<file path="src/rtl/core/hio_ram.sv">
module hio_ram #(
  parameter int WIDTH = 8,
  parameter int DEPTH = 16
) (
  input  logic                                   clk_i,
  input  logic                                   we_i,
  input  logic [((DEPTH > 1) ? $clog2(DEPTH) : 1)-1:0] waddr_i,
  input  logic [WIDTH-1:0]                       wdata_i,
  input  logic [((DEPTH > 1) ? $clog2(DEPTH) : 1)-1:0] raddr_i,
  output logic [WIDTH-1:0]                       rdata_o
);

  logic [WIDTH-1:0] mem [DEPTH];

  always_ff @(posedge clk_i) begin
    if (we_i) begin
      mem[waddr_i] <= wdata_i;
    end
    rdata_o <= mem[raddr_i];
  end

endmodule

</file>
<file path="config.mk">
export PLATFORM = sky130hd
export DESIGN_NAME = hio_ram
export DESIGN_NICKNAME = d
export VERILOG_FILES = /design/src/rtl/core/hio_ram.sv
export SDC_FILE = /design/constraint.sdc
export NUM_CORES = 1
export LEC_CHECK = 0
export BUFFER_PORTS_ARGS = -buffer_cell sky130_fd_sc_hd__buf_2
export CORE_UTILIZATION = 44
export CTS_BUF_LIST = sky130_fd_sc_hd__clkbuf_4 sky130_fd_sc_hd__clkbuf_8
export DETAILED_ROUTE_END_ITERATION = 10
export GPL_ROUTABILITY_DRIVEN = 0
export RECOVER_POWER = 50
export SYNTH_ARGS = -nofsm -noshare
export SYNTH_HDL_FRONTEND = slang
export SYNTH_SLANG_ARGS = --single-unit
</file>
<file path="constraint.sdc">
create_clock -name clk_i -period 2.9 [get_ports clk_i]
set_clock_uncertainty 0.15 [all_clocks]
set_input_delay 0.29 -clock clk_i [delete_from_list [all_inputs] [get_ports clk_i]]
set_output_delay 0.29 -clock clk_i [all_outputs]
set_load 0.005 [all_outputs]
</file>
Word level (Yosys, flattened, before mapping)
Memory sizes are Yosys's and may differ from the RTL's. A register that Yosys moved wholly into a read port is not among the register bits.
Cells that the tools add are included.

storage, ports and cells
  register bits = 0
  ROM bits = 0
  output and inout bits = 8
  word-level logic and storage cells = 3
  input bits = 18
  bits in writable memories = 128
  latch bits = 0
  memories kept = 1

operators by class
  div/mod/pow operators = 0
  add/sub/neg operators = 0
  equal/unequal tests = 0
  multiply operators = 0
  shifts and indexed selects = 0
  $lt $le $gt $ge = 0
  mux-type cells = 2
  reductions and logical operators = 0
  bitwise operators = 0

memory list
  memory  depth  width  read ports  clocked after Yosys merged registers in  wr ports  line  RTL
  mem     16     8      1           1                                        1         13    logic [WIDTH-1:0] mem [DEPTH];

operators with widths
  operator  number
  $mux 1    2

Longest topological paths before layout
  word-level depth = 2
  gate-level depth with buffers = 5
  mapped depth without buffers = 3

Least setup slack after synthesis
Ideal clock, no wire load.

  path kind = input to register
  from = input waddr_i[2] in the netlist's numbering
  to = memory mem[0][0] (enable)
  data required time = 2367 ps
  arrival time = 1400 ps
  setup slack = 967 ps
  stages = 2
  setup time = 383 ps
  cells stage by stage = or3b_2 nor3_1

RTL lines
  element          line  RTL
  start, declared  7     input logic [((DEPTH > 1) ? $clog2(DEPTH) : 1)-1:0] waddr_i,
  end, declared    13

No word-level cell before the write port.

==> metrics.txt <==
grt met3 use 5.64%; Area Overhead vs Synth 15.9%; Worst-Skew Late Latency 0.43 ns; GRT busiest layer met2; row cnt 39; synthesized instance count 229; Die Ht 110 um; Die W 110 um; grt met1 use 25.4%; initial DRC count 119; cell family with most CP delay buffers and inverters; Sink Count 136; Unique masters post-synth 19; met2 GRT Util 26.5%; most common cell after layout, fill and taps aside edfxtp_1; Worst-path clk slew 0.08 ns; status complete, no violations; TNS Setup 0 ns; initial core utilization 45.1%; Routed WL 9.70 mm; Worst Tran Pin Value 0.822 ns; first-pass GRT wire length 14.4 mm; number of global-route vias before repair 2,445; Seq/Total Area, Yosys 77.8%; gr ovfl total 0; WP depth 5; core region area 0.0114 mm^2; Crit path arrival time 1.85 ns; hold path depth 2; cell taking the most area after synthesis edfxtp_1; Max VDD drop 0.000523 V; Startpoint Class primary input; Synth top area share 74.7%; largest cells by area after synthesis edfxtp_1 (75%), mux4_2 (7.9%), mux4_1 (7.1%); drt drc 0; number of routed nets with antenna violations 0; Final Hold Vio Count 0; total design power 4.22 mW; RSZ-0062 raised after global routing no; Crit path required time 3.07 ns; PortBufs 25; FF+latch count, synth 136; maximum buffer depth of the clock tree 2; Hold/Removal Path Class in -> reg; Slew headroom 45.1%; DP Wirelength 6.05 mm; most frequent cells in the layout edfxtp_1 (128), mux4_2 (18), clkbuf_8 (17), a22oi_1 (16), buf_2 (16); MaxCap Viol Count 0; fin crit share 57.9%; Max H-tree Level 4; crit path kind in -> reg; Lkg Pwr 2.00 nW; nets 300; Syn Nets 247; placed cell count 406; R2R cell count 3; synthesized area per cell 22.5 um^2; drt wl/cell 22.2 um; Finished Layout Cells 438; total track usage 17.8%; worst hold slack 0.151 ns; Worst path max stage delay 0.57 ns; CTS root buffer clkbuf_8; CP Capture Type register; n_diodes 0; final setup vio count 0; TritonCTS clock tree built; CTS resizes 0; Final min period 1.68 ns; Die Footprint 0.0121 mm^2; share of layout cells above drive strength 1 27.8%; CP Cell Sequence buf_2 -> buf_12 -> mux4_1 -> a22oi_1 -> nand2_1; CTS Hold Bufs 0; postcts setup bufs 0; drt first pass iters 4; pin count of the biggest net entering global routing 24; YS warnings 0; via/cell ratio 5.50; Bufs and invs on worst path 2; crit-path max FO 17; Max Clk Rate 595 MHz; IO Pins 26; cell area after synthesis 0.00515 mm^2; DR vias 2,409; power per standard cell area 707 mW/mm^2; antenna violations before repair 0; CTS buffer count 17; count of pins over their slew limit 0; Worst path slowest cell mux4_1
==> worst paths after layout <==
kind	endpoint	startpoint	slack (ns)
worst max-delay path	rdata_o[4]	raddr_i[0]	1.22
worst min-delay path	mem[0][5]	waddr_i[0]	0.15
worst min register to register	rdata_o[3]	mem[15][3]	0.52
worst max register to register	rdata_o[2]	mem[5][2]	1.33
==> logic make-up after synthesis <==
group / after synthesis / share of synthesized area [%]
flip-flops: 136 / 77.8
buffers and inverters: 10 / 1.68
AO/OA/AOI/OAI: 16 / 2.33
AND/OR/NAND/NOR: 35 / 3.18
multiplexers: 32 / 15.0
==> layer usage <==
layer  routed length, um  share of wire (%)
met3                 448                4.6
met1                4670                 48
met4                  41               0.42
met2                4540                 47
met5                   0                  0
==> cell usage after synthesis (all sizes together) <==
cell,n
a22oi,16
and2,1
and2b,1
buf,7
clkdlybuf4s25,3
dfxtp,8
edfxtp,128
mux4,32
nand2,9
nand2b,2
nand3,1
nand3b,2
nor2,13
nor2b,1
nor3,4
or3b,1
==> power by group <==
group / total, mW / internal (mW) / switching (mW)
Sequential: 2.21 / 2.20 / 0.0101
Combinational: 0.195 / 0.0831 / 0.112
Clock: 1.82 / 1.11 / 0.708
==> through the flow <==
stage	utilization [%]	instance area [um^2]	setup WS [ns]
floorplan	-	5150	0.967
detailed placement	48.3	5520	0.729
CTS	52.5	5990	1.20
global route	52.3	5970	1.12
finish	52.3	5970	1.22
global placement	48.3	5520	0.766
==> sequential cells by signal, summed over array words and instances, names as in the netlist <==
register,count
mem,128
rdata_o,8
==> final cells by class <==
cell class                 count  area [um^2]
sequential                   136         4000
tap                          143          179
multi-input combinational     83         1060
fill                         958         5450
clock inverter                14          229
clock buffer                  18          241
timing repair buffer          44          258
(Power assumes the default switching activity.)
